**config.mk**
```make
export PLATFORM = sky130hd
export DESIGN_NAME = sctw_ram
export DESIGN_NICKNAME = d
export VERILOG_FILES = /design/src/sctw_ram.sv
export SDC_FILE = /design/constraint.sdc
export NUM_CORES = 1
export LEC_CHECK = 0
export ABC_AREA = 0
export BUFFER_PORTS_ARGS = -buffer_cell sky130_fd_sc_hd__buf_2
export CAP_MARGIN = 20
export CORE_MARGIN = 2
export CORE_UTILIZATION = 50
export DETAILED_ROUTE_END_ITERATION = 12
export GPL_ROUTABILITY_DRIVEN = 0
export PLACE_DENSITY_LB_ADDON = 0.3
export REMOVE_ABC_BUFFERS = 1
export SLEW_MARGIN = 20
export SYNTH_ARGS = -nofsm -noshare
export SYNTH_HDL_FRONTEND = slang
export SYNTH_SLANG_ARGS = --single-unit
```
**constraint.sdc**
```tcl
create_clock -name clk_i -period 3.1 [get_ports clk_i]
set_input_delay 0.775 -clock clk_i [delete_from_list [all_inputs] [get_ports clk_i]]
set_output_delay 0.775 -clock clk_i [all_outputs]
set_load 0.02 [all_outputs]
```
**src/sctw_ram.sv**
```systemverilog
// Generic single-write, single-read RAM with registered read data.
module sctw_ram #(
  parameter int unsigned WIDTH = 8,
  parameter int unsigned DEPTH = 16
) (
  input  logic                     clk_i,
  input  logic                     we_i,
  input  logic [$clog2(DEPTH)-1:0] waddr_i,
  input  logic [WIDTH-1:0]         wdata_i,
  input  logic                     re_i,
  input  logic [$clog2(DEPTH)-1:0] raddr_i,
  output logic [WIDTH-1:0]         rdata_o
);

  logic [WIDTH-1:0] mem_q [DEPTH];

  always_ff @(posedge clk_i) begin
    if (we_i) begin
      mem_q[waddr_i] <= wdata_i;
    end
    if (re_i) begin
      rdata_o <= mem_q[raddr_i];
    end
  end

endmodule

```
After elaboration in Yosys (flattened, before gate mapping)
Memory sizes are Yosys's and may differ from the RTL's. A register that Yosys moved wholly into a read port is not among the register bits.
Cells that the tools add are included.
{"block": "totals", "register_bits": 0, "latchBits": 0, "mem_bits_rw": 128, "romBits": 0, "input_bits": 19, "output_inout_bits": 8, "elab_cells": 3, "memories": 1}
{"block": "classes", "add_sub_neg": 0, "mul": 0, "div_mod_pow": 0, "magnitude_cmp": 0, "n_eq_ne": 0, "shift": 0, "mux": 2, "bitwise": 0, "reduce_logical": 0}
{"memory": "mem_q", "words": 16, "width": 8, "read_ports": 1, "rd_clocked_by_memory_dff": 1, "wr": 1, "line": "15", "source": "logic [WIDTH-1:0] mem_q [DEPTH];"}
{"cell": "$mux 1", "n": 2}

Longest topological paths before layout
{"block": "depth", "depth_word": 2, "depth_mapped": 5}

Worst setup path after synthesis
Ideal clock, no wire load.
{"block": "synth_timing", "path_kind": "input to register", "from": "input waddr_i[2]", "to": "memory mem_q[0][0] (enable)", "setup_time_ps": 383, "t_arrival_ps": 1885, "setup_slack_ps": 832, "stages": 2, "path_cell_list": "or3b_2 -> nor3_1"}
{"element": "from (decl)", "line": "8", "source": "input logic [$clog2(DEPTH)-1:0] waddr_i,"}
{"element": "to (decl)", "line": "15"}
No word-level cell before the write port.

==> results.tsv <==
metric	value	unit
total track usage	19.36	%
initial drt markers	184	
syn_area_per_cell	22.83	sq um
Cell variety after synth	18	
total setup buffers inserted after CTS	0	
synthesis-to-finish area growth	17.04	%
Worst-path clk slew	0.06	ns
maximum clock rate	479.4	MHz
die area	11290	sq um
final hold vios	0	
Peak supply drop	0.3661	mV
setup tns final	0	ns
clock sinks	136	
multi-input logic area	1057	sq um
Seq/Total Area, Yosys	78.12	%
CTS resizes	0	
Die Wd	106.3	um
Skew-Pair Late Insertion Delay	0.52	ns
Post-DP HPWL	6339	um
leakage power	0.002053	uW
Pwr Total	4180	uW
IO Pins	27	
initial antenna violation count	0	
average vias per placed instance	5.726	
outcome	complete, no violations	
max-cap check violation count	0	
synthesized area	5228	sq um
DRT Pass-1 Iters	4	
WL final	9984	um
RSZ-0062 raised after global routing	no	
CTS buffer count	17	
DRC	0	
Final Cycle Share	67.29	%
CP Class	input port to flip-flop	
Pins Over Slew Limit	0	
Cell Pwr Density	683.2	nW/um^2
clk_skew	0.01599	ns
Worst-Margin Slew	0.8475	ns
starting density of the core	51.09	%
Vias	2445	
final setup fails	0	
largest net degree at the start of global routing	25	
CP arrival	2.34	ns
CTS tree	done	
fin crit period	2.086	ns
Reg area	4084	sq um
area of the core	10230	sq um
Slew Limit Headroom	43.29	%
DRT antenna net count	0	
share of cells above drive strength 1	28.52	%
Chip Height	106.3	um
Seq cells post-synth	136	
# hold bufs at CTS	0	
H-tree depth	4	
maximum buffer depth of the clock tree	2	
Hold/Removal Path Class	input port to flip-flop	
grt ovf	0	
vias in the first global route	2418	
num rows	37	
Nets	297	
Synth Warn #	0	
Routed wire per std cell	23.38	um
crit path capture type	flip-flop	
first-pass GRT wire length	14980	um
CP startpoint kind	input port	
CP max FO	13	
clock root buffer master	clkbuf_8	
Worst EP required	3.35	ns
Gate Count Post-Synth	229	
Antenna Cells	0	
Fillers	704	
port buffer count	26	
-- cells in the final DEF (no fill, tap or decap), types with 2 or more instances in the layout --
cell type	count
a22oi_1	16
buf_2	26
buf_4	13
bufinv_16	3
clkbuf_1	4
clkbuf_16	16
clkinv_1	4
clkinv_2	2
clkinvlp_4	2
edfxtp_1	136
mux4_1	14
mux4_2	18
nand2_1	9
nand2b_1	2
nand3b_1	2
nor2_1	13
nor3_1	4
-- stage by stage --
step / hold WS [ns] / worst slack, ns / utilization, % / instances / area [sq um]
after floorplan: 0.7048 / 0.8321 / - / 219 / 5141
after global placement: 0.7306 / 0.4447 / 54.34 / 395 / 5559
after detailed placement: 0.7464 / 0.4642 / 54.34 / 395 / 5559
after CTS: 0.6200 / 1.011 / 59.80 / 427 / 6118
after global routing: 0.6249 / 0.9449 / 59.80 / 427 / 6118
final: 0.6365 / 1.014 / 59.80 / 427 / 6118
-- where the power goes --
group / switching (uW) / internal [uW] / total [uW]
sequential: 10.6 / 2070 / 2080
clock: 689 / 1210 / 1900
combinational: 120 / 78.8 / 199
-- routing by layer --
metal / routed length [um] / global-route usage, %
met2: 4585 / 26.88
met5: 0 / 0
met1: 4537 / 29.19
met3: 771 / 6.131
met4: 89 / 6.861
-- cell usage after synthesis --
master | number | area [sq um]
edfxtp_1 | 136 | 4084
nand3b_1 | 2 | 15.01
a22oi_1 | 16 | 120.1
buf_2 | 3 | 15.01
nand2_1 | 9 | 33.78
buf_6 | 3 | 33.78
nor2b_1 | 1 | 6.260
mux4_1 | 14 | 367.9
and2_1 | 1 | 6.260
and2b_1 | 1 | 7.510
or3b_2 | 1 | 8.760
clkdlybuf4s25_2 | 3 | 30.03
buf_4 | 1 | 7.510
nand2b_1 | 2 | 12.51
nand3_1 | 1 | 5.000
nor2_1 | 13 | 48.80
mux4_2 | 18 | 405.4
nor3_1 | 4 | 20.02
-- state kept, by name, summed over array words and instances (netlist names) --
signal and flops:
mem_q 128, rdata_o 8
-- path summary, 6_finish.rpt --
| kind | start | endpoint | slack (ns) | cells after the start |
|---|---|---|---|---|
| max | raddr_i[0] | rdata_o[1] | 1.01 | 5 |
| min | re_i | rdata_o[1] | 0.64 | 1 |
| max reg2reg | mem_q[3][6] | rdata_o[6] | 1.55 | 3 |
| min reg2reg | mem_q[8][5] | rdata_o[5] | 0.76 | 3 |
-- critical path: stages --
cell and delay [ns]:
buf_2 0.24, buf_4 0.32, mux4_1 0.59, a22oi_1 0.30, nand2_1 0.10
-- kinds of logic after synthesis --
| family | synth area share [%] |
|---|---|
| flip-flops | 78.12 |
| AO/OA/AOI/OAI | 2.298 |
| AND/OR/NAND/NOR | 3.136 |
| buffers and inverters | 1.651 |
| multiplexers | 14.79 |
-- cell type report --
| cell class | count | share of cell area, % |
|---|---|---|
| flip-flops and latches | 136 | 66.75 |
| multi-input cells | 83 | 17.28 |
| clock buffers | 21 | 7.014 |
| repair buffers | 40 | 4.049 |
| well taps | 136 | 2.781 |
| clock inverters | 11 | 2.127 |
(Power assumes the default switching activity.)
