===== src/sctw_pkg.sv =====
// Shared types and constants for the sibling-chain trie walk unit.
package sctw_pkg;

  // Fixed field widths of the stream items
  localparam int unsigned IDX_W    = 13;
  localparam int unsigned CODE_W   = 16;
  localparam int unsigned GSTART_W = 16;
  localparam int unsigned GCOUNT_W = 16;
  localparam int unsigned RCOUNT_W = 17;
  localparam int unsigned STATUS_W = 2;
  localparam int unsigned CNT_W    = 13;

  // Stream widths (tdata filled up to whole bytes)
  localparam int unsigned IN_TDATA_W  = 88;
  localparam int unsigned OUT_TDATA_W = 48;

  // Defaults for the top-level parameters
  localparam int unsigned NODES_DEF     = 4096;
  localparam int unsigned CODE_BITS_DEF = 16;

  // Group offsets are 16 bits wide, so with a group area of 64K entries the
  // offset reduction is the identity and needs no logic.
  localparam int unsigned GROUP_AREA = 65536;

  localparam logic [IDX_W-1:0]    IDX_NONE    = '1;
  localparam logic [RCOUNT_W-1:0] RCOUNT_NONE = '1;

  typedef enum logic [0:0] {
    KIND_WRITE  = 1'b0,
    KIND_LOOKUP = 1'b1
  } kind_e;

  typedef enum logic [STATUS_W-1:0] {
    ST_FOUND   = 2'd0,
    ST_MISS    = 2'd1,
    ST_OVERRUN = 2'd2
  } status_e;

  typedef struct packed {
    status_e               status;
    logic [IDX_W-1:0]      child_node;
    logic [GSTART_W-1:0]   found_group_start;
    logic [RCOUNT_W-1:0]   found_group_count;
  } result_t;

endpackage


===== src/sctw_walk.sv =====
// Walk sequencer: node writes, sibling-chain stepping with one shared compare.
module sctw_walk #(
  parameter int unsigned NODES     = sctw_pkg::NODES_DEF,
  parameter int unsigned CODE_BITS = sctw_pkg::CODE_BITS_DEF,
  localparam int unsigned CW = (CODE_BITS < sctw_pkg::CODE_W) ? CODE_BITS : sctw_pkg::CODE_W,
  localparam int unsigned EW = CW + 2 * sctw_pkg::IDX_W + sctw_pkg::GSTART_W
                               + sctw_pkg::GCOUNT_W,
  localparam int unsigned AW = $clog2(NODES)
) (
  input  logic                            clk_i,
  input  logic                            rst_ni,
  input  logic                            in_valid_i,
  output logic                            in_ready_o,
  input  sctw_pkg::kind_e                 in_kind_i,
  input  logic [sctw_pkg::IDX_W-1:0]      in_index_i,
  input  logic [sctw_pkg::CODE_W-1:0]     in_code_i,
  input  logic [sctw_pkg::IDX_W-1:0]      in_next_i,
  input  logic [sctw_pkg::IDX_W-1:0]      in_child_i,
  input  logic [sctw_pkg::GSTART_W-1:0]   in_gstart_i,
  input  logic [sctw_pkg::GCOUNT_W-1:0]   in_gcount_i,
  input  logic [sctw_pkg::CNT_W-1:0]      node_count_i,
  input  logic                            out_free_i,
  output logic                            done_o,
  output sctw_pkg::result_t               result_o,
  output logic                            ram_we_o,
  output logic [AW-1:0]                   ram_waddr_o,
  output logic [EW-1:0]                   ram_wdata_o,
  output logic                            ram_re_o,
  output logic [AW-1:0]                   ram_raddr_o,
  input  logic [EW-1:0]                   ram_rdata_i
);

  localparam int unsigned SW = $clog2(NODES + 1);
  localparam int unsigned IW = sctw_pkg::IDX_W;

  // Field positions inside one table entry, code in the lowest bits
  localparam int unsigned NEXT_LO   = CW;
  localparam int unsigned CHILD_LO  = NEXT_LO + IW;
  localparam int unsigned GSTART_LO = CHILD_LO + IW;
  localparam int unsigned GCOUNT_LO = GSTART_LO + sctw_pkg::GSTART_W;

  typedef enum logic [3:0] {
    S_IDLE  = 4'b0001,
    S_CHECK = 4'b0010,
    S_CMP   = 4'b0100,
    S_RESP  = 4'b1000
  } state_e;

  state_e            state_q, state_d;
  logic [IW-1:0]     idx_q, idx_d;
  logic [CW-1:0]     want_q, want_d;
  logic [SW-1:0]     steps_q, steps_d;
  sctw_pkg::result_t res_q, res_d;

  logic          accept;
  logic          idx_none;
  logic          idx_bad;
  logic          wr_in_range;
  logic [CW-1:0] rd_code;

  assign in_ready_o = (state_q == S_IDLE);
  assign accept     = in_valid_i && in_ready_o;

  assign wr_in_range = !in_index_i[IW-1] && (32'(in_index_i[IW-2:0]) < NODES);
  assign ram_we_o    = accept && (in_kind_i == sctw_pkg::KIND_WRITE) && wr_in_range;
  assign ram_waddr_o = AW'(in_index_i[IW-2:0]);
  assign ram_wdata_o = {in_gcount_i, in_gstart_i, in_child_i, in_next_i, in_code_i[CW-1:0]};

  assign idx_none = (idx_q == sctw_pkg::IDX_NONE);
  assign idx_bad  = idx_q[IW-1]
                 || ({1'b0, idx_q[IW-2:0]} >= node_count_i)
                 || (32'(idx_q[IW-2:0]) >= NODES)
                 || (steps_q >= SW'(NODES));

  assign ram_re_o    = (state_q == S_CHECK) && !idx_none && !idx_bad;
  assign ram_raddr_o = AW'(idx_q[IW-2:0]);

  assign rd_code  = ram_rdata_i[CW-1:0];
  assign done_o   = (state_q == S_RESP) && out_free_i;
  assign result_o = res_q;

  always_comb begin
    state_d = state_q;
    idx_d   = idx_q;
    want_d  = want_q;
    steps_d = steps_q;
    res_d   = res_q;
    unique case (state_q)
      S_IDLE: begin
        if (accept && (in_kind_i == sctw_pkg::KIND_LOOKUP)) begin
          idx_d   = in_index_i;
          want_d  = in_code_i[CW-1:0];
          steps_d = '0;
          state_d = S_CHECK;
        end
      end
      S_CHECK: begin
        if (idx_none) begin
          res_d.status            = sctw_pkg::ST_MISS;
          res_d.child_node        = sctw_pkg::IDX_NONE;
          res_d.found_group_start = '0;
          res_d.found_group_count = sctw_pkg::RCOUNT_NONE;
          state_d = S_RESP;
        end else if (idx_bad) begin
          res_d.status            = sctw_pkg::ST_OVERRUN;
          res_d.child_node        = sctw_pkg::IDX_NONE;
          res_d.found_group_start = '0;
          res_d.found_group_count = sctw_pkg::RCOUNT_NONE;
          state_d = S_RESP;
        end else begin
          steps_d = steps_q + SW'(1);
          state_d = S_CMP;
        end
      end
      S_CMP: begin
        if (rd_code == want_q) begin
          res_d.status            = sctw_pkg::ST_FOUND;
          res_d.child_node        = ram_rdata_i[CHILD_LO +: IW];
          res_d.found_group_start = ram_rdata_i[GSTART_LO +: sctw_pkg::GSTART_W];
          res_d.found_group_count = {1'b0, ram_rdata_i[GCOUNT_LO +: sctw_pkg::GCOUNT_W]};
          state_d = S_RESP;
        end else begin
          // advance along the sibling chain
          idx_d   = ram_rdata_i[NEXT_LO +: IW];
          state_d = S_CHECK;
        end
      end
      S_RESP: begin
        if (out_free_i) begin
          state_d = S_IDLE;
        end
      end
      default: state_d = S_IDLE;
    endcase
  end

  always_ff @(posedge clk_i or negedge rst_ni) begin
    if (!rst_ni) begin
      state_q <= S_IDLE;
    end else begin
      state_q <= state_d;
    end
  end

  always_ff @(posedge clk_i) begin
    idx_q   <= idx_d;
    want_q  <= want_d;
    steps_q <= steps_d;
    res_q   <= res_d;
  end

endmodule


===== config.mk =====
export PLATFORM = sky130hd
export DESIGN_NAME = sctw_walk
export DESIGN_NICKNAME = d
export VERILOG_FILES = /design/src/sctw_pkg.sv /design/src/sctw_walk.sv
export SDC_FILE = /design/constraint.sdc
export NUM_CORES = 1
export LEC_CHECK = 0
export ABC_AREA = 1
export BUFFER_PORTS_ARGS = -buffer_cell sky130_fd_sc_hd__buf_4
export CAP_MARGIN = 10
export CELL_PAD_IN_SITES_DETAIL_PLACEMENT = 1
export CELL_PAD_IN_SITES_GLOBAL_PLACEMENT = 2
export CORE_UTILIZATION = 25
export CTS_CLUSTER_DIAMETER = 40
export DETAILED_ROUTE_END_ITERATION = 16
export GPL_ROUTABILITY_DRIVEN = 0
export GPL_TIMING_DRIVEN = 0
export PLACE_DENSITY_LB_ADDON = 0.1
export SYNTH_ARGS = -nofsm -noshare
export SYNTH_HDL_FRONTEND = slang
export SYNTH_SLANG_ARGS = --single-unit

===== constraint.sdc =====
create_clock -name clk_i -period 6.2 [get_ports clk_i]
set_input_delay 0.31 -clock clk_i [delete_from_list [all_inputs] [get_ports clk_i]]
set_output_delay 0.31 -clock clk_i [all_outputs]
set_load 0.01 [all_outputs]

# Word level (Yosys, flattened, before mapping)
# Cells that the tools add are included.
[classes]
addsub = 1
order_cmp = 2
eq_ne = 13
n_mux = 17
bitwise = 1
reduce_logical = 20
[ops]
columns = ["cell", "count"]
rows = [
  ["$mux 48", 3],
  ["$pmux 48 s2", 1],
  ["$mux 13", 5],
  ["$pmux 13 s2", 2],
  ["$mux 4", 5],
  ["$eq 16x16->1", 1],
  ["$pmux 4 s4", 1],
  ["$add 13x1->13 const B", 1],
  ["$eq 13x13->1 const B", 1],
  ["$ge 12x13->1", 1],
  ["$ge 13x13->1 const B", 1],
  ["$ne 2x2->1 const B", 5],
  ["$logic_and 1x1->1", 7],
  ["$reduce_and 3->1", 2],
  ["$reduce_bool 2->1", 3],
  ["$eq 4x1->1 const B", 1],
  ["$eq 4x2->1 const B", 1],
  ["$eq 4x3->1 const B", 1],
  ["$eq 4x4->1 const B", 1],
  ["$reduce_and 2->1", 2],
  ["$reduce_and 4->1", 1],
  ["$logic_not 1->1", 3],
  ["$ne 3x3->1 const B", 1],
  ["$logic_or 1x1->1", 2],
  ["2 further kinds", 2],
]
[totals]
register_bits = 94
input_bits = 179
wordCells = 62

# Longest topological paths before layout
# Gate-level depths: netlist of run 1.
[logic_depth]
word_depth = 6
mapped_depth = 12
mapped_depth_nobuf = 12

# Worst setup path before layout of run 1
# OpenSTA, ideal clock, no wires.
[synth_timing]
kind = "reg2reg"
from = "reg idx_q[4]"
to = "reg res_q (netlist bit result_o[0]), enable pin"
setup_time_ns = 0.406
t_arrival_ns = 2.345
required_ns = 5.794
setup_slack_ns = 3.448
stages_incl_launch_ff = 12
path_buffers = 0
period_less_slack_ns = 2.752
path_cell_list = "edfxtp_1 -> ha_1 -> nand2_1 -> nor2_1 -> inv_1 -> nor2_1 -> nor2_1 -> nand2_1 -> nand2_1 -> nand2_1 -> nand2_1 -> nand2_1"
[synth_via]
elab_chain_len = 5
elab_cells_between_ends = 6
cone_classes = "1 x order compare; 2 x eq/ne; 3 x reduce/logical"
[synth_lines]
columns = ["item", "line_no", "source"]
rows = [
  ["start: declaration", "sctw_walk.sv:50", "logic [IW-1:0] idx_q, idx_d;"],
  ["start signal: assignment", "sctw_walk.sv:146", "idx_q <= idx_d;"],
  ["$ge 12x13->1", "sctw_walk.sv:71", "|| ({1'b0, idx_q[IW-2:0]} >= node_count_i)"],
  ["$logic_or 1x1->1", "sctw_walk.sv:71", ""],
  ["$logic_or 1x1->1", "sctw_walk.sv:73", "|| (steps_q >= SW'(NODES));"],
  ["$ne 3x3->1 (no source line) *", "n/a", ""],
  ["$reduce_and 3->1 (no source line) *", "n/a", ""],
  ["end signal: assignment", "sctw_walk.sv:149", "res_q <= res_d;"],
  ["end: declaration", "sctw_walk.sv:53", "sctw_pkg::result_t res_q, res_d;"],
]
# Every way passes the cells marked *; elsewhere a longest branch is shown, timed or not.
# A chain may end at the register's enable or synchronous reset.

# Worst setup path in the final report of run 1
[layout_timing]
from = "reg idx_q[8]"
to = "reg steps_q[4], enable pin"
[layout_via]
elab_chain_len = 5
elab_cells_between_ends = 7
cone_classes = "1 x order compare; 3 x eq/ne; 3 x reduce/logical"
[layout_lines]
columns = ["item", "line_no", "source"]
rows = [
  ["$ge 12x13->1", "sctw_walk.sv:71", ""],
  ["$logic_or 1x1->1", "sctw_walk.sv:71", ""],
  ["$logic_or 1x1->1", "sctw_walk.sv:73", ""],
  ["$ne 2x2->1 (no source line)", "n/a", ""],
  ["$reduce_and 4->1 (no source line) *", "n/a", ""],
  ["end signal: assignment", "sctw_walk.sv:148", "steps_q <= steps_d;"],
  ["end: declaration", "sctw_walk.sv:52", "logic [SW-1:0] steps_q, steps_d;"],
]
# Marked as above.

==> summary.txt, run 1 <==
Timing
  • Min Tclk post-route: around 2.7 ns
  • Setup-failing EPs final: 0
  • Slew Viols, Final: 0
  • RSZ-0062 raised after global routing: no
  • Final Cycle Share: 43.5%
  • Worst Skew: just over 0.006 ns
  • Slew margin rel.: 20.2%
  • Worst-Margin Slew: 1.19 ns
  • Maximum clock frequency: 371 MHz
  • Setup TNS: 0 ns
  • Fin. Hold Viols: 0

Global routing
  • Global Route Usage Sum: 14.2%
  • Pin count of the biggest net entering global routing: 30
  • Vias in the first global route: 4334
  • Grt total ovfl: 0
  • First-pass GRT wire length: 21900 µm
  • Initial antenna violation count: 0

CTS
  • Maximum root-to-sink buffer count: 2
  • # Post-CTS Setup Buffers: 0
  • Hold_buf cts: 1
  • Total number of H-tree levels: 3
  • Cts bufs inserted: 9
  • Resize count post-CTS: 0
  • CTS Root Cell: clkbuf_16
  • TritonCTS clock tree: built
  • Clock latency on the worst-skew pair: about 0.35 ns
  • Clock Sinks: 94
  • CTS clock-pin slew for the worst setup and hold paths: 0.07 ns

Yosys
  • Leading area contributor after synthesis: edfxtp_1
  • Syn Inst Count: 485
  • Synth Register Bits: 94
  • Simple-Gate Fraction of Synth Area: 17.0%
  • Post-Synth Adder-Cell Area: between 3 and 4%
  • Distinct cells, synth: 33
  • Yosys top cell area share: 53.5%
  • Syn Nets: approximately 680
  • Seq/Total Area, Yosys: about 55%
  • Main flop type after synthesis: edfxtp_1
  • Synth Area per Inst: 10.4 µm²
  • Synth warn: 0
  • Top post-synthesis cells by area: edfxtp_1, buf_4, nand2_1
  • Post-synth EDFFs: 90
  • Mux cell area share after synthesis: 0%
  • Post-synth ARST share: 4.26%
  • XOR/XNOR share of the synthesized area: 2.77%
  • Mapped Area: 5050 µm²
  • Compound-Gate Fraction of Synth Area: 1.91%
  • Largest family of logic cells by synthesized area: buffers and inverters

Final layout
  • Fillers: 2304
  • Layout cells sized above 1: between 50% and 60%
  • NumNets Final: 960
  • Area growth from synthesis to layout: 53.0%
  • Finished Cell Area: roughly 7700 µm²
  • Ant. Diodes: 0
  • Commonest non-fill, non-tap cell in the layout: buf_4
  • Finished Layout Cells: ~1000
  • Most frequent cells in the layout: buf_4, edfxtp_1, nand2_1

Floorplanning
  • DIE HEIGHT: 144 µm
  • Rows: 51
  • Placeable Area: 19700 µm²
  • I/O pin cnt: about 330
  • Die X-Extent: 144 µm
  • Die area: 20800 µm²
  • Starting density of the core: between 20% and 30%

Routing
  • Routed vias/inst: slightly below 4
  • DRT Wirelength: roughly 15000 µm
  • Post-route ant nets: 0
  • DRC Markers: 0
  • DR WL/cell: 14.1 µm
  • TritonRoute pass-1 iters: 3
  • DRT iter0 DRCs: 97
  • DR vias: 4092

Critical path
  • Worst reg-to-reg setup slack: 3.50 ns
  • Critical path class: reg2reg
  • Worst Setup End Kind: flop
  • CP startpoint kind: flop
  • Worst r2r path cells: 10
  • Worst r2r dst: steps_q[4]
  • CP Data Required Time: 6.16 ns
  • Cell mode on critical path: nand2_1
  • Critical Path Max Stage Delay: 0.94 ns
  • Maximum fanout along the worst path: 13
  • WP data arrival: roughly 2.7 ns
  • Crit path launch: idx_q[8]
  • Slowest library cell on the worst path: o21ai_1
  • Cell Chain, Critical Path: ha_1 -> nand2_1 -> inv_1 -> nand2_1 -> nand2_1 -> nor2_1 -> nand2_1 -> nand2_1 -> nand2_1 -> o21ai_1
  • RR Startpoint: idx_q[8]

Placed design
  • Placed insts: 1021
  • Post-detail-place hpwl: 12100 µm
  • IO Port Bufs: 270
  • Area after DPL: 7430 µm²

Outcome
  • Outcome: finished, final reports clean

Flow run
  • MaxCap Viol Count: 0

Pwr
  • Peak supply drop: 0.156 mV
  • PD cells: approximately 220 nW/µm²
  • Leakage dissipation: 3.55 nW

Worst hold path
  • Hold wc startpoint: in_code_i[7]
  • Hold Path End: want_q[7]
  • Worst min path class: in2reg
  • Hold depth: 1
==> final cells by class <==
class | count | area, µm² | area share, %
repair buffers | 272 | 2060 | 26.6
plain buffers | 106 | 776 | 10.0
well taps | 265 | 332 | 4.29
clock inverters | 6 | 62.6 | 0.809
multi-input cells | 227 | 1260 | 16.3
clock buffers | 9 | 225 | 2.91
inverters | 58 | 218 | 2.82
flip-flops and latches | 94 | 2800 | 36.3
==> through the flow <==
stage / setup WS, ns / hold WS (ns) / total power, mW / util [%]
5_1_grt: 3.25 / 0.130 / 1.79 / 39.3
4_1_cts: 3.44 / 0.129 / 1.74 / 39.3
3_3_place_gp: 2.65 / 0.106 / 1.17 / 37.7
2_1_floorplan: 3.45 / 0.0144 / 0.984 / -
6_report: 3.50 / 0.147 / 1.70 / 39.3
3_5_place_dp: 3.46 / 0.108 / 1.18 / 37.8
==> registers in the layout (all words and copies together), names as in the netlist <==
signal / cells
idx_q: 13
want_q: 16
state_q: 4
result_o: 48
steps_q: 13
==> worst max-delay path by stage <==
stage | end | slack, ns | cells after the start
after global placement | result_o[28] | 2.65 | 11
after global routing | steps_q[4] | 3.25 | 10
final | steps_q[4] | 3.50 | 10
after CTS | steps_q[4] | 3.44 | 10
after detailed placement | steps_q[0] | 3.46 | 10
after floorplan | result_o[0] | 3.45 | 11
==> Yosys cell counts (all sizes together) (8+ instances only) <==
library cell and number:
a21oi 9, buf 104, edfxtp 90, ha 13
inv 57, nand2 78, nand3 12, nand4 8
nor2 42, o21ai 8, or2 30, xnor2 14
==> logic make-up (layout without fill, tap and decap cells) <==
logic type               Yosys count  in the layout
AO/OA/AOI/OAI                     18             18
XOR/XNOR                          16             16
buffers and inverters            164            451
flip-flops                        94             94
adder cells (fa/ha/maj)           13             13
AND/OR/NAND/NOR                  180            180
==> routing by layer <==
| layer | GRT usage (%) | vias up | wire (µm) |
|---|---|---|---|
| met4 | 4.32 | 0 | 175 |
| met2 | 26.4 | 194 | 7510 |
| met3 | 6.29 | 10 | 1740 |
| met5 | 0 | - | 0 |
| met1 | 14.0 | 1856 | 5180 |
| li1 | - | 2032 | - |
==> power breakdown <==
group	internal [mW]	switching, mW
Combinational	0.198	0.173
Sequential	0.759	0.0257
Clock	0.310	0.238
Total	1.27	0.436
==> critical path: cells and delay by family (launching register included) <==
kind	cells	cell delay, ns
AOI/OAI and AO/OA	1	0.94
and+or+nand+nor	7	0.57
DFF	1	0.44
adders and majority gates	1	0.32
buffers and inverters	1	0.04
Note: power is estimated with default switching activity, not from simulation.
==> run 2: changes to the inputs <==
--- a/config.mk
+++ b/config.mk
@@ -5,12 +5,12 @@
 export SDC_FILE = /design/constraint.sdc
 export NUM_CORES = 1
 export LEC_CHECK = 0
-export ABC_AREA = 1
+export ABC_AREA = 0
 export BUFFER_PORTS_ARGS = -buffer_cell sky130_fd_sc_hd__buf_4
 export CAP_MARGIN = 10
 export CELL_PAD_IN_SITES_DETAIL_PLACEMENT = 1
 export CELL_PAD_IN_SITES_GLOBAL_PLACEMENT = 2
-export CORE_UTILIZATION = 25
+export CORE_UTILIZATION = 21
 export CTS_CLUSTER_DIAMETER = 40
 export DETAILED_ROUTE_END_ITERATION = 16
 export GPL_ROUTABILITY_DRIVEN = 0
==> constraint.sdc (replaced) <==
create_clock -name clk_i -period 2.46 [get_ports clk_i]
set_input_delay 0.123 -clock clk_i [delete_from_list [all_inputs] [get_ports clk_i]]
set_output_delay 0.123 -clock clk_i [all_outputs]
set_load 0.01 [all_outputs]
==> run 2 against run 1 <==
Fmax rose by 12%. Clock skew grew 0.0023 ns. Combinational power is 81% higher. Global-route usage down 2.3 points. Area after synthesis fell by 3.0%. Sequential share of layout area is 1.5 points lower. Highest routed layer unchanged. Non-clock buffer count is 36 higher. Wire length down 1.5%. First-iteration DRC count decreased by 10%. Count of clock-buffer cells in the layout unchanged. Worst hold slack worse by 0.12 ns.
==> summary.txt, run 2 <==
Yosys
  • Top-count cell post-synth: buf_4
  • Synth warn: 0 (unchanged)
  • Synth Register Bits: 94 (unchanged)
  • Yosys top cell area share: 55.1% (+1.6 points)
  • Syn Inst Count: 418 (-14%)
  • Post-synth top cells: buf_4, edfxtp_1, nand2_1
  • Distinct cells, synth: 35 (+6.1%)
  • Main flop type after synthesis: edfxtp_1
  • Mapped Area: 4900 µm² (-3.0%)
  • Leading area contributor after synthesis: edfxtp_1
  • Post-synth EDFFs: 90 (unchanged)
  • Top post-synthesis cells by area: edfxtp_1, buf_4, nand2b_1
  • Seq/Total Area, Yosys: 57.2% (+1.7 points)
  • Synth Area per Inst: 11.7 µm² (+13%)
  • Syn Nets: 610 (-9.9%)
  • Post-synth ARST share: 4.26% (unchanged)

Floorplanning
  • Die X-Extent: 155 µm (+7.4%)
  • DIE HEIGHT: 155 µm (+7.4%)
  • Starting density of the core: 21.5% (-4.2 points)
  • Placeable Area: 22800 µm² (+16%)
  • I/O pin cnt: 329 (unchanged)
  • Die area: 24000 µm² (+15%)
  • Rows: 55 (+7.8%)

Critical path
  • WP data arrival: 2.52 ns (-0.14 ns)
  • Worst r2r path cells: 7 (-3)
  • CP startpoint kind: flop
  • Critical Path Max Stage Delay: 0.56 ns (-0.38 ns)
  • Slowest library cell on the worst path: or4b_4
  • Maximum fanout along the worst path: 12 (-1)
  • Worst Setup End Kind: flop
  • CP Data Required Time: 2.57 ns (-3.59 ns)
  • Cell Chain, Critical Path: or4b_4 -> or4_4 -> a211oi_4 -> buf_6 -> a21oi_4 -> buf_12 -> buf_16
  • Critical path class: reg2reg

Global routing
  • First-pass GRT wire length: 21400 µm (-2.1%)
  • Grt total ovfl: 0 (unchanged)
  • Vias in the first global route: 4147 (-4.3%)
  • Initial antenna violation count: 0 (unchanged)
  • Pin count of the biggest net entering global routing: 24 (-20%)
  • Global Route Usage Sum: 11.8% (-2.3 points)

Timing
  • Worst Skew: 0.00839 ns (+0.00225 ns)
  • Setup-failing EPs final: 0 (unchanged)
  • Setup TNS: 0 ns (unchanged)
  • Slew margin rel.: 64.3% (+44 points)
  • Slew Viols, Final: 0 (unchanged)
  • Worst-Margin Slew: 0.536 ns (-0.653 ns)
  • Hold_ws: 0.0321 ns (-0.115 ns)
  • RSZ-0062 raised after global routing: yes
  • Min Tclk post-route: 2.41 ns (-0.289 ns)
  • Final Cycle Share: 97.9% (+54 points)
  • Fin. Hold Viols: 0 (unchanged)
  • Maximum clock frequency: 415 MHz (+12%)

Placed design
  • Placed insts: 1003 (-1.8%)
  • Post-detail-place hpwl: 11300 µm (-6.5%)
  • IO Port Bufs: 270 (unchanged)

Final layout
  • Most frequent cells in the layout: buf_4, edfxtp_1, nand2_1
  • Finished Layout Cells: 1052 (+1.4%)
  • Ant. Diodes: 0 (unchanged)
  • Commonest non-fill, non-tap cell in the layout: buf_4
  • Area growth from synthesis to layout: 64.3%
  • Layout cells sized above 1: 55.6% (+3.0 points)
  • NumNets Final: 926 (-3.5%)
  • Number of flip-flops in the largest register: 48 (unchanged)

Flow run
  • MaxCap Viol Count: 0 (unchanged)

Routing
  • DR WL/cell: 13.7 µm (-2.9%)
  • DRT iter0 DRCs: 87 (-10%)
  • DR vias: 4021 (-1.7%)
  • Post-route ant nets: 0 (unchanged)
  • DRC Markers: 0 (unchanged)
  • Routed vias/inst: 3.82 (-3.1%)
  • TritonRoute pass-1 iters: 4 (+1)
  • DRT Wirelength: 14400 µm (-1.5%)

CTS
  • Clock Sinks: 94 (unchanged)
  • Maximum root-to-sink buffer count: 2 (unchanged)
  • CTS clock-pin slew for the worst setup and hold paths: 0.07 ns (about the same)
  • Total number of H-tree levels: 3 (unchanged)
  • CTS Root Cell: clkbuf_16
  • Clock latency on the worst-skew pair: 0.35 ns (about the same)
  • TritonCTS clock tree: built
  • Cts bufs inserted: 9 (unchanged)

Outcome
  • Outcome: finished, final reports clean

Pwr
  • Leakage dissipation: 3.44 nW (-3.2%)
  • PD cells: 486 nW/µm² (+120%)
  • Peak supply drop: 0.377 mV (+140%)

Worst hold path
  • Hold depth: 2 (+1)
  • Worst min path class: in2reg
## run 2: kinds of logic (layout without fill, tap and decap cells)
logic type / count (synthesis) / after routing / share of synthesized area, %
adder cells (fa/ha/maj): 13 / 13 / 3.32
AND/OR/NAND/NOR: 144 / 144 / 15.5
buffers and inverters: 125 / 446 / 17.1
AO/OA/AOI/OAI: 16 / 16 / 2.25
flip-flops: 94 / 94 / 57.2
XOR/XNOR: 26 / 26 / 4.64
## run 2: area by class of cell
type / count / area, µm²
timing repair buffer: 306 / 2440
sequential: 94 / 2800
buffer: 108 / 777
clock buffer: 9 / 225
inverter: 16 / 60.1
fill: 2560 / 14700
tap: 313 / 392
clock inverter: 7 / 63.8
multi-input combinational: 199 / 1290
## run 2: stage by stage
step           power (mW)  instance area (µm²)  util, %  setup slack (ns)
2_1_floorplan        2.16                 4930        -            -0.162
3_3_place_gp         2.49                 7350     32.2             -1.27
3_5_place_dp         2.51                 7390     32.5            -0.532
4_1_cts              3.98                 7980     35.0           -0.0914
5_1_grt              4.07                 8060     35.4           -0.0125
6_report             3.91                 8060     35.4            0.0506
## run 2: path summary, 6_finish.rpt
check                                 from            to  slack (ns)
setup / recovery                state_q[3]  result_o[10]        0.05
hold / removal             ram_rdata_i[30]  result_o[34]        0.03
max in group asynchronous           rst_ni    state_q[0]        2.13
setup reg to reg                state_q[3]  result_o[10]        0.05
hold reg to reg                 steps_q[0]    steps_q[0]        0.60
min in group asynchronous           rst_ni    state_q[2]        0.13
## run 2: critical path, delay by kind of cell, from the launching register on
kind	cells	cell delay, ns
AOI/OAI and AO/OA	2	0.22
DFF	1	0.39
and+or+nand+nor	2	1.11
buffers and inverters	3	0.45
## run 2: metal layers
layer	GRT usage, %	wire, µm	up-vias
li1	-	-	1952
met1	13.1	5520	1853
met2	19.9	6960	203
met3	5.46	1700	13
met4	4.24	193	0
met5	0	0	-
## run 2: power breakdown
group          internal (mW)  switching (mW)  total (mW)  leakage (nW)
Combinational          0.429           0.240       0.670          2.54
Clock                  0.782           0.624        1.41         0.141
Sequential              1.80          0.0326        1.84         0.759
Total                   3.02           0.897        3.91          3.44
## run 2: timing repair
action                                  4_1_cts  5_1_grt
pin swaps                                     4        2
resized for setup                             7        1
buffers inserted                              8        6
hold endpoints to repair                     20        0
gates cloned                                  1        2
hold buffers                                 17        0
endpoints found under the setup margin       75       59
==> run 3: changes to the inputs <==
--- a/config.mk
+++ b/config.mk
@@ -9,8 +9,8 @@
 export BUFFER_PORTS_ARGS = -buffer_cell sky130_fd_sc_hd__buf_4
 export CAP_MARGIN = 10
 export CELL_PAD_IN_SITES_DETAIL_PLACEMENT = 1
-export CELL_PAD_IN_SITES_GLOBAL_PLACEMENT = 2
-export CORE_UTILIZATION = 21
+export CELL_PAD_IN_SITES_GLOBAL_PLACEMENT = 1
+export CORE_UTILIZATION = 28
 export CTS_CLUSTER_DIAMETER = 40
 export DETAILED_ROUTE_END_ITERATION = 16
 export GPL_ROUTABILITY_DRIVEN = 0
==> run 3 against run 2 <==
The run now ends with negative setup slack left. Clock power down 5%. Setup slack worse by 0.068 ns. Critical path depth down 1. Count of clock-buffer cells in the layout up 3. Final cell count down 8.7%. Sequential power about the same. Clock skew down 0.0023 ns. Fmax down 2.7%. Utilization up 11 points. First-iteration DRC count down 53%. Combinational power down 0.6%. Largest cell class unchanged.
==> summary.txt, run 3 (synthesis gave the netlist of run 2 again) <==
Outcome
  • Outcome: complete, but fails checks
  • Failing checks: negative setup slack

Pwr
  • Tot Pwr: 3.84 mW (-1.8%)
  • Power share of the clock group: 34.9% (-1.0 points)
  • P_int: 3.00 mW (-0.42%)
  • Peak supply drop: 0.218 mV (-42%)
  • Psw: 0.840 mW (-6.3%)
  • Leakage dissipation: 3.41 nW (-0.91%)
  • Seq pwr share: 47.8% (+0.8 points)
  • Sw frac: 21.9% (-1.1 points)
  • PD cells: 487 nW/µm² (+0.25%)
  • Combinational share of power: 17.3% (+0.2 points)

Global routing
  • First-pass GRT wire length: 21200 µm (-1.4%)
  • Pin count of the biggest net entering global routing: 22 (-8.3%)
  • Vias in the first global route: 4186 (+0.94%)
  • Initial antenna violation count: 0 (unchanged)
  • Grt total ovfl: 0 (unchanged)
  • Global Route Usage Sum: 15.5% (+3.7 points)

Critical path
  • WP data arrival: 2.35 ns (-0.17 ns)
  • Critical path class: reg2out
  • Worst Setup End Kind: output pin
  • CP Data Required Time: 2.34 ns (-0.23 ns)
  • Maximum fanout along the worst path: 3 (-9)
  • CP startpoint kind: flop

Final layout
  • Final core utilization: 45.9% (+11 points)
  • Number of flip-flops in the largest register: 48 (unchanged)
  • Finished Cell Area: 7890 µm² (-2.0%)
  • Most frequent cells in the layout: buf_4, edfxtp_1, nand2_1
  • Area growth from synthesis to layout: 61.0%
  • Commonest non-fill, non-tap cell in the layout: buf_4
  • Layout cells sized above 1: 55.2% (-0.38 points)
  • Fillers: 1920 (-25%)
  • NumNets Final: 924 (-0.22%)
  • Ant. Diodes: 0 (unchanged)

Timing
  • Final worst setup slack: -0.0175 ns (-0.0681 ns)
  • Worst Skew: 0.00607 ns (-0.00231 ns)
  • Hold_ws: 0.0383 ns (+0.00618 ns)
  • Fin. Hold Viols: 0 (unchanged)
  • RSZ-0062 raised after global routing: yes
  • Final Cycle Share: 101% (+2.8 points)
  • Min Tclk post-route: 2.48 ns (+0.0681 ns)
  • Maximum clock frequency: 404 MHz (-2.7%)
  • Setup-failing EPs final: 1 (+1)
  • Slew Viols, Final: 0 (unchanged)
  • Worst-Margin Slew: 0.582 ns (+0.0464 ns)
  • Slew margin rel.: 61.2% (-3.1 points)

Routing
  • DRT Wirelength: 14100 µm (-1.8%)
  • DRC Markers: 0 (unchanged)
  • DRT iter0 DRCs: 41 (-53%)
  • DR vias: 4018 (-0.075%)
  • TritonRoute pass-1 iters: 4 (unchanged)
  • DR WL/cell: 14.7 µm (+7.6%)
  • Post-route ant nets: 0 (unchanged)
  • Routed vias/inst: 4.19 (+9.5%)

Floorplanning
  • Rows: 48 (-13%)
  • DIE HEIGHT: 134 µm (-13%)
  • Placeable Area: 17200 µm² (-25%)
  • Die X-Extent: 134 µm (-13%)
  • I/O pin cnt: 329 (unchanged)
  • Starting density of the core: 28.5% (+7.0 points)
  • Die area: 18000 µm² (-25%)

CTS
  • TritonCTS clock tree: built
  • Total number of H-tree levels: 3 (unchanged)
  • CTS Root Cell: clkbuf_16
  • Clock Sinks: 94 (unchanged)
  • Maximum root-to-sink buffer count: 2 (unchanged)
  • CTS clock-pin slew for the worst setup and hold paths: 0.06 ns (about the same)
  • Clock latency on the worst-skew pair: 0.34 ns (about the same)
  • Cts bufs inserted: 9 (unchanged)

Placed design
  • Pre-CTS WS: -0.673 ns (-0.141 ns)
  • Area after DPL: 7260 µm² (-1.9%)
  • Post-detail-place hpwl: 11000 µm (-2.9%)
  • IO Port Bufs: 270 (unchanged)

Flow run
  • MaxCap Viol Count: 0 (unchanged)

Worst hold path
  • Worst min path class: in2reg
run 3: metal layers:
layer  GRT usage, %  part of all wire, %  wire length [µm]  vias up
met4           6.62                  2.0               283        0
li1               -                    -                 -     1947
met5              0                    0                 0        -
met2           28.4                   54              7560      176
met1           15.2                   33              4720     1880
met3           6.35                   11              1550       15
run 3: final timing paths:
check | cells past startpoint | endpoint | from | slack, ns
min | 2 | result_o[39] | ram_rdata_i[35] | 0.04
min reg2reg | 1 | steps_q[0] | steps_q[0] | 0.61
max in group asynchronous | 2 | state_q[0] | rst_ni | 2.14
max | 6 | ram_re_o | state_q[3] | -0.02
min in group asynchronous | 2 | state_q[1] | rst_ni | 0.13
max reg2reg | 7 | result_o[29] | state_q[3] | 0.04
run 3: critical path, stage by stage (launching register included):
cell and delay [ns]:
dfrtp_1 0.40, or4b_1 0.54, buf_6 0.14, or4_4 0.50, a211oi_4 0.20, buf_4 0.15
buf_6 0.09
run 3: power by group through the flow:
stage                     registers (mW)  clock network, mW  logic, mW
after floorplan                     1.87                  0      0.288
after global placement              1.87                  0      0.614
after detailed placement            1.87                  0      0.631
after CTS                           1.84               1.37      0.672
after global routing                1.84               1.42      0.722
final                               1.84               1.34      0.666
run 3: cell type report:
cell class              count  area [µm²]  share of cell area [%]
plain buffers             109         788                    9.99
well taps                 225         282                    3.57
clock buffers              12         236                    3.00
multi-input cells         202        1340                    16.9
flip-flops and latches     94        2800                    35.5
inverters                  16        60.1                   0.761
repair buffers            300        2350                    29.8
clock inverters             2        35.0                   0.444
run 3: what timing repair did:
action | CTS | global route
gates resized for setup | 11 | 3
hold endpoints to repair | 20 | 0
gates cloned | 4 | 0
endpoints found under the setup margin | 75 | 75
hold buffers | 17 | 0
pin swaps | 6 | 1
buffers inserted | 8 | 3
run 3: per-stage QoR:
step | cells | TNS (ns)
floorplan | 418 | -7.79
global route | 960 | -0.0535
global placement | 913 | -54.66
CTS | 957 | -1.19
detailed placement | 914 | -34.46
finish | 960 | -0.0175
